## config.mk

```make
export PLATFORM = sky130hd
export DESIGN_NAME = phwa_fifo
export DESIGN_NICKNAME = d
export VERILOG_FILES = /design/src/hdl/phwa_pkg.sv /design/src/hdl/phwa_fifo.sv
export SDC_FILE = /design/constraint.sdc
export NUM_CORES = 1
export LEC_CHECK = 0
export BUFFER_PORTS_ARGS = -buffer_cell sky130_fd_sc_hd__buf_2
export CAP_MARGIN = 20
export CORE_MARGIN = 5
export CORE_UTILIZATION = 50
export CTS_CLUSTER_SIZE = 28
export DETAILED_ROUTE_END_ITERATION = 10
export GPL_TIMING_DRIVEN = 0
export PLACE_DENSITY_LB_ADDON = 0.05
export SETUP_SLACK_MARGIN = 0.4
export SLEW_MARGIN = 20
export SYNTH_ARGS = -nofsm -noshare
export SYNTH_HDL_FRONTEND = slang
export SYNTH_SLANG_ARGS = --single-unit
```

## constraint.sdc

```tcl
create_clock -name clk_i -period 3.5 [get_ports clk_i]
set_input_delay 0.35 -clock clk_i [delete_from_list [all_inputs] [get_ports clk_i]]
set_output_delay 0.35 -clock clk_i [all_outputs]
set_load 0.01 [all_outputs]
```

## src/hdl/phwa_pkg.sv

```systemverilog
// ----------------------------------------------------------------------------
// phwa_pkg
// Shared types and constants for the position histogram window alert block.
// ----------------------------------------------------------------------------
package phwa_pkg;

  // Histogram geometry.
  localparam int unsigned NUM_POSITIONS = 4096;
  localparam int unsigned COUNT_WIDTH   = 16;
  localparam int unsigned ADDR_W        = $clog2(NUM_POSITIONS);

  // Field widths fixed by the item format.
  localparam int unsigned FUNC_W  = 2;
  localparam int unsigned POS_W   = 12;
  localparam int unsigned SPAN_W  = 8;
  localparam int unsigned TOTAL_W = 16;

  // Running window address, wide enough to run past the last position.
  localparam int unsigned IDX_W = ((POS_W > ADDR_W) ? POS_W : ADDR_W) + 1;

  // Window sum, wide enough for a full window of saturated bins.
  localparam int unsigned SUM_RAW_W = COUNT_WIDTH + SPAN_W + 1;
  localparam int unsigned SUM_W     = (SUM_RAW_W > TOTAL_W + 1) ? SUM_RAW_W : TOTAL_W + 1;

  // Command queue between front and back.
  localparam int unsigned QUEUE_DEPTH = 2;
  localparam int unsigned QPTR_W      = $clog2(QUEUE_DEPTH);
  localparam int unsigned QCNT_W      = $clog2(QUEUE_DEPTH + 1);

  // Configuration port.
  localparam int unsigned CFG_IDX_W  = 1;
  localparam int unsigned CFG_DATA_W = 16;
  localparam logic [CFG_IDX_W-1:0] CFG_WINDOW_SPAN     = 1'd0;
  localparam logic [CFG_IDX_W-1:0] CFG_ALERT_THRESHOLD = 1'd1;
  localparam logic [SPAN_W-1:0]    SPAN_RESET          = 8'd100;
  localparam logic [TOTAL_W-1:0]   THRESHOLD_RESET     = 16'd100;

  // Function codes carried by an input item.
  localparam logic [FUNC_W-1:0] FUNC_RECORD = 2'd0;
  localparam logic [FUNC_W-1:0] FUNC_QUERY  = 2'd1;
  localparam logic [FUNC_W-1:0] FUNC_CLEAR  = 2'd2;

  typedef enum logic [1:0] {
    OP_RECORD,
    OP_QUERY,
    OP_CLEAR,
    OP_NOP
  } op_e;

  // Decoded command handed from the front to the back.
  typedef struct packed {
    op_e              op;
    logic             in_range;
    logic [POS_W-1:0] pos;
  } cmd_t;

  // Queue status seen by the front.
  typedef struct packed {
    logic full;
    logic empty;
  } q_stat_t;

  // Back-end status seen by the front.
  typedef struct packed {
    logic init_busy;
  } back_stat_t;

endpackage

```

## src/hdl/phwa_fifo.sv

```systemverilog
// ----------------------------------------------------------------------------
// phwa_fifo
// Short command queue that decouples the front from the back.
// ----------------------------------------------------------------------------
module phwa_fifo (
  input  logic               clk_i,
  input  logic               rst_ni,
  input  logic               push_i,
  input  phwa_pkg::cmd_t     cmd_i,
  input  logic               pop_i,
  output phwa_pkg::cmd_t     cmd_o,
  output phwa_pkg::q_stat_t  stat_o
);
  import phwa_pkg::*;

  cmd_t              entry_q [QUEUE_DEPTH];
  logic [QPTR_W-1:0] wr_ptr_q, wr_ptr_d;
  logic [QPTR_W-1:0] rd_ptr_q, rd_ptr_d;
  logic [QCNT_W-1:0] count_q, count_d;

  assign stat_o.full  = (count_q == QCNT_W'(QUEUE_DEPTH));
  assign stat_o.empty = (count_q == '0);
  assign cmd_o        = entry_q[rd_ptr_q];

  // Pointer and occupancy update.
  always_comb begin
    wr_ptr_d = wr_ptr_q;
    rd_ptr_d = rd_ptr_q;
    count_d  = count_q;
    if (push_i) begin
      wr_ptr_d = (wr_ptr_q == QPTR_W'(QUEUE_DEPTH - 1)) ? '0 : wr_ptr_q + 1'b1;
    end
    if (pop_i) begin
      rd_ptr_d = (rd_ptr_q == QPTR_W'(QUEUE_DEPTH - 1)) ? '0 : rd_ptr_q + 1'b1;
    end
    if (push_i && !pop_i) begin
      count_d = count_q + 1'b1;
    end else if (pop_i && !push_i) begin
      count_d = count_q - 1'b1;
    end
  end

  always_ff @(posedge clk_i or negedge rst_ni) begin
    if (!rst_ni) begin
      wr_ptr_q <= '0;
      rd_ptr_q <= '0;
      count_q  <= '0;
    end else begin
      wr_ptr_q <= wr_ptr_d;
      rd_ptr_q <= rd_ptr_d;
      count_q  <= count_d;
    end
  end

  // Entry storage needs no reset.
  always_ff @(posedge clk_i) begin
    if (push_i) begin
      entry_q[wr_ptr_q] <= cmd_i;
    end
  end

endmodule

```

==> Word-level counts from Yosys, hierarchy flattened <==
Memory sizes are Yosys's and may differ from the RTL's.
Cells that the tools add are included.
{ "word_totals": {"regBits": 4, "mem_bits_rw": 30, "in_bits": 19, "output_inout_bits": 17, "elab_cells": 21, "n_memories": 1} }
{ "memory_table": {"columns": ["memory", "depth", "word_bits", "rd", "rd_clocked_by_memory_dff", "wr", "line_no", "source"], "rows": [
  ["entry_q", 2, 15, 1, 0, 1, "phwa_fifo.sv:16", "cmd_t entry_q [QUEUE_DEPTH];"]
]} }
{ "op_classes": {"add_sub_neg": 4, "n_eq_ne": 1, "muxes": 6, "n_reduce_logical": 6} }
{ "ops": {"columns": ["op", "count"], "rows": [
  ["two-way mux 1 bit", 4],
  ["two-way mux 2 bit", 2],
  ["adder 1 bit (second input constant)", 2],
  ["adder 2 x 1 -> 2 bit (second input constant)", 1],
  ["equality test 2 bit (second input constant)", 1],
  ["logical AND 1 bit", 2],
  ["zero test 1 bit", 2],
  ["zero test 2 bit", 1],
  ["nonzero test 2 bit", 1],
  ["subtractor 2 x 1 -> 2 bit (second input constant)", 1]
]} }

==> Longest topological paths before layout <==
Gate-level depths: netlist of run 1.
{ "logic_depth": {"word_depth": 4, "mapped_depth": 5, "depth_no_buf": 5} }

==> Worst setup path after synthesis of run 1 <==
OpenSTA, ideal clock, no wires.
{ "synth_timing": {"path_kind": "reg-to-reg", "startpoint": "reg wr_ptr_q", "endpoint": "mem entry_q[0][0] in the netlist's numbering, enable pin", "setup_time_ns": 0.388, "arrival_time_ns": 1.095, "required_ns": 3.112, "path_slack_ns": 2.017, "path_stages_with_launch": 2, "path_buffers": 0, "synth_period_minus_slack_ns": 1.483, "cell_sequence": "dfrtp_1 > nor2b_1"} }
{ "synth_lines": {"columns": ["item", "line_no", "source"], "rows": [
  ["start: declaration", "phwa_fifo.sv:17", "logic [QPTR_W-1:0] wr_ptr_q, wr_ptr_d;"],
  ["start signal: assignment", "phwa_fifo.sv:49", "wr_ptr_q <= wr_ptr_d;"],
  ["end: declaration", "phwa_fifo.sv:16", null]
]} }
No word-level cell before the write port.

==> results of run 1 <==
[state kept, by name (all words and copies together) (netlist names)]
register / flops
rd_ptr_q: 1
count_q: 2
wr_ptr_q: 1
entry_q: 30
[layout by cell type, fill, tap and decap left out, drive strengths merged]
| cell | instances |
|---|---|
| buf | 37 |
| edfxtp | 30 |
| mux2 | 15 |
| clkbuf | 8 |
| xor2 | 4 |
| dfrtp | 4 |
| nor2 | 2 |
| nor2b | 2 |
| inv | 1 |
| and2 | 1 |
| xnor2 | 1 |
| ha | 1 |
| dlygate4sd3 | 1 |
[worst max-delay path by stage]
stage | from | end | slack (ns) | depth (start not counted)
6_report | rd_ptr_q$_DFFE_PN0P_ | cmd_o[5] | 1.72 | 4
2_1_floorplan | wr_ptr_q$_DFFE_PN0P_ | entry_q[0][0]$_DFFE_PP_ | 2.02 | 1
5_1_grt | rd_ptr_q$_DFFE_PN0P_ | cmd_o[10] | 1.66 | 4
3_5_place_dp | push_i | entry_q[0][2]$_DFFE_PP_ | 1.97 | 2
3_3_place_gp | push_i | entry_q[0][2]$_DFFE_PP_ | 1.53 | 2
4_1_cts | rd_ptr_q$_DFFE_PN0P_ | cmd_o[5] | 1.70 | 4
[kinds of logic (layout without fill, tap and decap cells)]
logic type               Yosys count  after routing  share of synthesized area (%)
XOR/XNOR                           5              5                           3.31
adder cells (fa/ha/maj)            1              1                          0.947
buffers and inverters              3             47                           2.65
flip-flops                        34             34                           75.8
multiplexers                      15             15                           15.3
AND/OR/NAND/NOR                    5              5                           1.99
[layer usage]
layer	vias up	wire, um	part of all wire (%)	track usage, %
met5	-	0	0	0
met4	0	25	1.3	6.36
met3	5	160	8.0	6.29
met2	23	1090	55	21.5
met1	311	715	36	12.7
li1	321	-	-	-
[metrics by stage]
step                      utilization, %  cells  total power [mW]
after floorplan                        -     63             0.882
after global placement              61.4    128              1.01
after detailed placement            61.5    128              1.02
after CTS                           63.8    137              1.22
after global routing                63.8    137              1.26
final                               63.8    137              1.20
[power by group through the flow]
stage	Clock (mW)	Sequential, mW	Combinational (mW)
after global placement	0	0.585	0.423
final	0.194	0.583	0.420
after CTS	0.202	0.584	0.431
after floorplan	0	0.581	0.302
after global routing	0.219	0.593	0.451
after detailed placement	0	0.593	0.430
[layout make-up]
cell class	instances	area [um^2]
clock buffer	8	48.8
sequential	34	1000
multi-input combinational	26	288
tap	30	37.5
fill	192	905
inverter	1	3.75
timing repair buffer	36	185
buffer	2	31.3
==> results.txt, run 1 <==
startpoint types: flop
DIE AREA: 3770 um^2
Worst path slowest cell: dfrtp_1
HP Start: cmd_i[2]
Die W: 61.4 um
Clock Pin Slew Worst Setup and Hold Paths: 0.09 ns
Final ANT Viol Nets: 0
Final setup viols: 0
# DRC: 0
total power divided by cell area: 750 nW/um^2
worst skew pair latency: 0.33 ns
Placement Cell Area: 1540 um^2
first-pass GRT wire length: 3.12 mm
pin count of the biggest net entering global routing: 16
area leader, netlist: edfxtp_1
total CTS buffers: 5
Synth Area per Inst: 21.0 um^2
CTS Buffer Depth: 2
number of global-route vias before repair: 684
Crit. End Element: primary output
iteration count of the initial detailed-routing pass: 2
EDFF count, synth: 30
Site Rows: 18
GR Util All Layers: 12.6%
RSZ-0062 raised after global routing: no
synth cell count leaders: edfxtp_1, mux2_4, mux2_2, dfrtp_1, xor2_1
# nets final: 126
MaxCap Viol Count: 0
htree depth: 2
CP Data Required Time: 3.15 ns
HP Class: in -> reg
combinational power share: 35.1%
vias per cell: 4.82
pre-CTS setup slack: 1.97 ns
status: finished, final reports clean
LEAKAGE: 0.657 nW
layout cells sized above 1: 54.2%
most numerous cell in the Yosys netlist: edfxtp_1
# resized after CTS: 0
critical path buffer and inverter count: 3
Sequential Power Share: 48.7%
final slew viol count: 0
hold path depth: 1
YS warnings: 0
WHS: 0.204 ns
CTS Sinks: 34
GPL Wtd Cong: 0.653
Detail Placement HPWL: 1.45 mm
WS Path Type: reg -> out
fin crit share: 50.9%
min cycle time layout: 1.78 ns
P_sw: 0.345 mW
worst r2r path cells: 1
Synth Register Bits: 34
share of the synthesized area in the top cell type: 68.2%
Vias: 660
Yosys cell types: 13
final wirelength: 1.99 mm
Vert. Die Dim: 61.4 um
Netlist Area Pre-Place: 1320 um^2
Peak VDD IR: 0.499 mV
Critical Path Max Stage Delay: 0.38 ns
register area share after synthesis: 75.8%
Hold Buf Count CTS: 1
clock skew: 0.00858 ns
PortBufs: 35
ys async rst share: 11.8%
RR Endpoint: entry_q[0][11]$_DFFE_PP_
Int Power: 0.851 mW
# Post-CTS Setup Buffers: 0
Net Count, Synth: 83
Initial Util: 52.9%
highest clock rate: 562 MHz
Synth Flop Type: edfxtp_1
Crit path max-delay family: buffers and inverters
clock group share of total power: 16.2%
total grt overflow: 0
Layout area overhead: 20.7%
reg2reg start: wr_ptr_q$_DFFE_PN0P_
final hold viol count: 0
Avg WL per Cell: 14.5 um
IO Count: 36
CTS tree: done
synthesized instance count: 63
drt initial violations: 11
Worst Tran Pin Value: 0.759 ns
Area contributors post-synth: edfxtp_1, mux2_4, dfrtp_1, mux2_2, xor2_1
CTS root buffer: clkbuf_4
crit path cell chain: buf_6 -> buf_12 -> mux2_4 -> buf_2
antenna cells: 0
Worst Setup Slack, final: 1.72 ns
initial antenna violation count: 0
Sw Share: 28.9%
Hold EP: entry_q[1][2]$_DFFE_PP_
Slew headroom: 49.2%
Max Fanout on Critical Path: 10
core area: 2500 um^2
reg-to-reg slack, setup: 2.10 ns
critical path arrival: 1.43 ns
final instance area: 1600 um^2
setup_tns: 0 ns
(Power assumes the default switching activity.)
==> inputs of run 2 (changes only) <==
--- a/config.mk
+++ b/config.mk
@@ -8,7 +8,7 @@
 export BUFFER_PORTS_ARGS = -buffer_cell sky130_fd_sc_hd__buf_2
 export CAP_MARGIN = 20
 export CORE_MARGIN = 5
-export CORE_UTILIZATION = 50
+export CORE_UTILIZATION = 45
 export CTS_CLUSTER_SIZE = 28
 export DETAILED_ROUTE_END_ITERATION = 10
 export GPL_TIMING_DRIVEN = 0
==> constraint.sdc (replaced) <==
create_clock -name clk_i -period 1.47 [get_ports clk_i]
set_input_delay 0.147 -clock clk_i [delete_from_list [all_inputs] [get_ports clk_i]]
set_output_delay 0.147 -clock clk_i [all_outputs]
set_load 0.01 [all_outputs]
==> run 2 against run 1 <==
  * The run now ends with setup timing left
  * Combinational power rose to 3.7 times the previous value
  * Non-clock buffer count up 23
  * Count of clock-buffer cells in the layout is 3 lower
  * Clock skew fell by 0.0044 ns
  * Setup slack worse by 1.8 ns
  * Wire length increased by 17%
  * Power grew to 3.0 times the previous value
  * Sequential power increased by 140%
  * Global-route usage decreased by 0.19 points
  * Via count rose by 16%
  * Hold slack got worse by 0.18 ns
  * Highest routed layer unchanged
==> results.txt, run 2 (synthesis results as in run 1) <==
status: finished, violations left
failing checks: setup timing
Top reg by flops: entry_q
CTS Buffer Depth: 2 (unchanged)
Site Rows: 19 (+1)
Detail Placement HPWL: 1.32 mm (-9.2%)
highest clock rate: 649 MHz
Final ANT Viol Nets: 0 (unchanged)
GPL Wtd Cong: 0.629 (-3.6%)
Crit. End Element: primary output
Peak VDD IR: 1.50 mV (+200%)
first-pass GRT wire length: 3.83 mm (+23%)
critical path arrival: 1.39 ns (-0.04 ns)
crit path cell chain: buf_6 -> buf_12 -> mux2_4 -> buf_6
setup_tns: -0.762 ns (-0.762 ns)
htree depth: 2 (unchanged)
most common cell after layout, fill and taps aside: edfxtp_1
non-filler instance count after layout: 162 (+18%)
final wirelength: 2.34 mm (+17%)
registers with the most flip-flops: entry_q: 30 flops, count_q: 2 flops
MaxCap Viol Count: 0 (unchanged)
commonest non-fill, non-tap cells in the layout: edfxtp_1, buf_2, buf_6
initial antenna violation count: 0 (unchanged)
Die W: 64.2 um (+4.5%)
Vias: 766 (+16%)
CTS root buffer: clkbuf_4
core area: 2780 um^2 (+11%)
drt initial violations: 16 (+5)
CTS tree: done
CTS Sinks: 34 (unchanged)
Critical Path Max Stage Delay: 0.38 ns (about the same)
total grt overflow: 0 (unchanged)
placed insts: 129 (+0.78%)
final slew viol count: 0 (unchanged)
worst skew pair latency: 0.32 ns (about the same)
pre-CTS setup slack: 0.242 ns (-1.73 ns)
final hold viol count: 0 (unchanged)
Clock Pin Slew Worst Setup and Hold Paths: 0.09 ns (about the same)
CP Data Required Time: 1.32 ns (-1.83 ns)
Worst Tran Pin Value: 0.136 ns (-0.623 ns)
total CTS buffers: 5 (unchanged)
Vert. Die Dim: 64.2 um (+4.5%)
Fillers: 183 (-4.7%)
startpoint types: flop
iteration count of the initial detailed-routing pass: 4 (+2)
# DRC: 0 (unchanged)
GR Util All Layers: 12.4% (-0.19 points)
clock skew: 0.00413 ns (-0.00445 ns)
Final setup viols: 15 (+15)
Crit path top cell by count: buf_6
WS Path Type: reg -> out
Worst path slowest cell: dfrtp_1
PortBufs: 35 (unchanged)
fin crit share: 105%
pin count of the biggest net entering global routing: 16 (unchanged)
antenna cells: 0 (unchanged)
LEAKAGE: 0.833 nW (+27%)
IO Count: 36 (unchanged)
# nets final: 150 (+19%)
max reg flops: 30 (unchanged)
layout cells sized above 1: 55.7% (+1.5 points)
number of global-route vias before repair: 817 (+19%)
Avg WL per Cell: 14.4 um (-0.70%)
post-layout util: 71.1% (+7.3 points)
RSZ-0062 raised after global routing: yes
vias per cell: 4.73 (-1.8%)
min cycle time layout: 1.54 ns
DIE AREA: 4120 um^2 (+9.3%)
Initial Util: 47.5% (-5.3 points)
total power divided by cell area: 1820 nW/um^2 (+140%)
Layout area overhead: 49.6%
Slew headroom: 91.0% (+42 points)
HP Class: in -> reg
Worst Setup Slack, final: -0.0719 ns (-1.79 ns)
Max Fanout on Critical Path: 10 (unchanged)
run 2: worst paths after layout:
kind	slack (ns)	from	end	depth (start not counted)
hold / removal	0.02	pop_i	rd_ptr_q$_DFFE_PN0P_	2
setup reg to reg	0.43	wr_ptr_q$_DFFE_PN0P_	entry_q[0][2]$_DFFE_PP_	2
setup / recovery	-0.07	rd_ptr_q$_DFFE_PN0P_	cmd_o[13]	4
max in group asynchronous	1.18	rst_ni	wr_ptr_q$_DFFE_PN0P_	2
hold reg to reg	0.55	wr_ptr_q$_DFFE_PN0P_	wr_ptr_q$_DFFE_PN0P_	1
min in group asynchronous	0.16	rst_ni	count_q[1]$_DFFE_PN0P_	2
run 2: final cells by class:
| cell class | instances | area [um^2] | share of cell area (%) |
|---|---|---|---|
| Sequential cell | 34 | 1000 | 50.7 |
| Timing Repair Buffer | 59 | 515 | 26.1 |
| Multi-Input combinational cell | 27 | 308 | 15.6 |
| Clock inverter | 3 | 40.0 | 2.03 |
| Tap cell | 31 | 38.8 | 1.96 |
| Clock buffer | 5 | 37.5 | 1.90 |
| Buffer | 2 | 31.3 | 1.58 |
| Inverter | 1 | 3.75 | 0.190 |
run 2: repair_timing:
item                                   CTS  global route
buffers inserted                         8             1
resized for setup                       17             3
hold buffers                            15             0
gates cloned                             0             1
setup endpoints to repair               47            34
endpoints found under the hold margin   31             0
pin swaps                                0             3
run 2: critical path, delay by kind of cell (launching register included):
| kind | cells | cell delay (ns) |
|---|---|---|
| buffers and inverters | 3 | 0.39 |
| flip-flops | 1 | 0.38 |
| multiplexers | 1 | 0.30 |
run 2: layer usage:
metal  vias up  share of wire [%]  global-route usage, %
met2        26                 51                   20.6
met1       365                 40                   14.0
met3         5                7.7                   4.55
met4         0                1.6                   6.11
met5         -                  0                      0
li1        370                  -                      -
run 2: power breakdown:
part / switching (mW) / total, mW / leakage, nW / internal (mW)
Sequential: 0.0898 / 1.39 / 0.327 / 1.30
Clock: 0.295 / 0.648 / 0.0450 / 0.352
Combinational: 0.585 / 1.56 / 0.461 / 0.979
Total: 0.970 / 3.60 / 0.833 / 2.63
run 2: metrics by stage:
| stage | hold slack (ns) | cell area, um^2 | total power, mW |
|---|---|---|---|
| global placement | -0.0432 | 1540 | 2.42 |
| detailed placement | -0.0437 | 1540 | 2.44 |
| floorplan | -0.149 | 1330 | 2.11 |
| CTS | 0.00384 | 1960 | 3.58 |
| finish | 0.0232 | 1980 | 3.60 |
| global route | 0.00394 | 1980 | 3.79 |
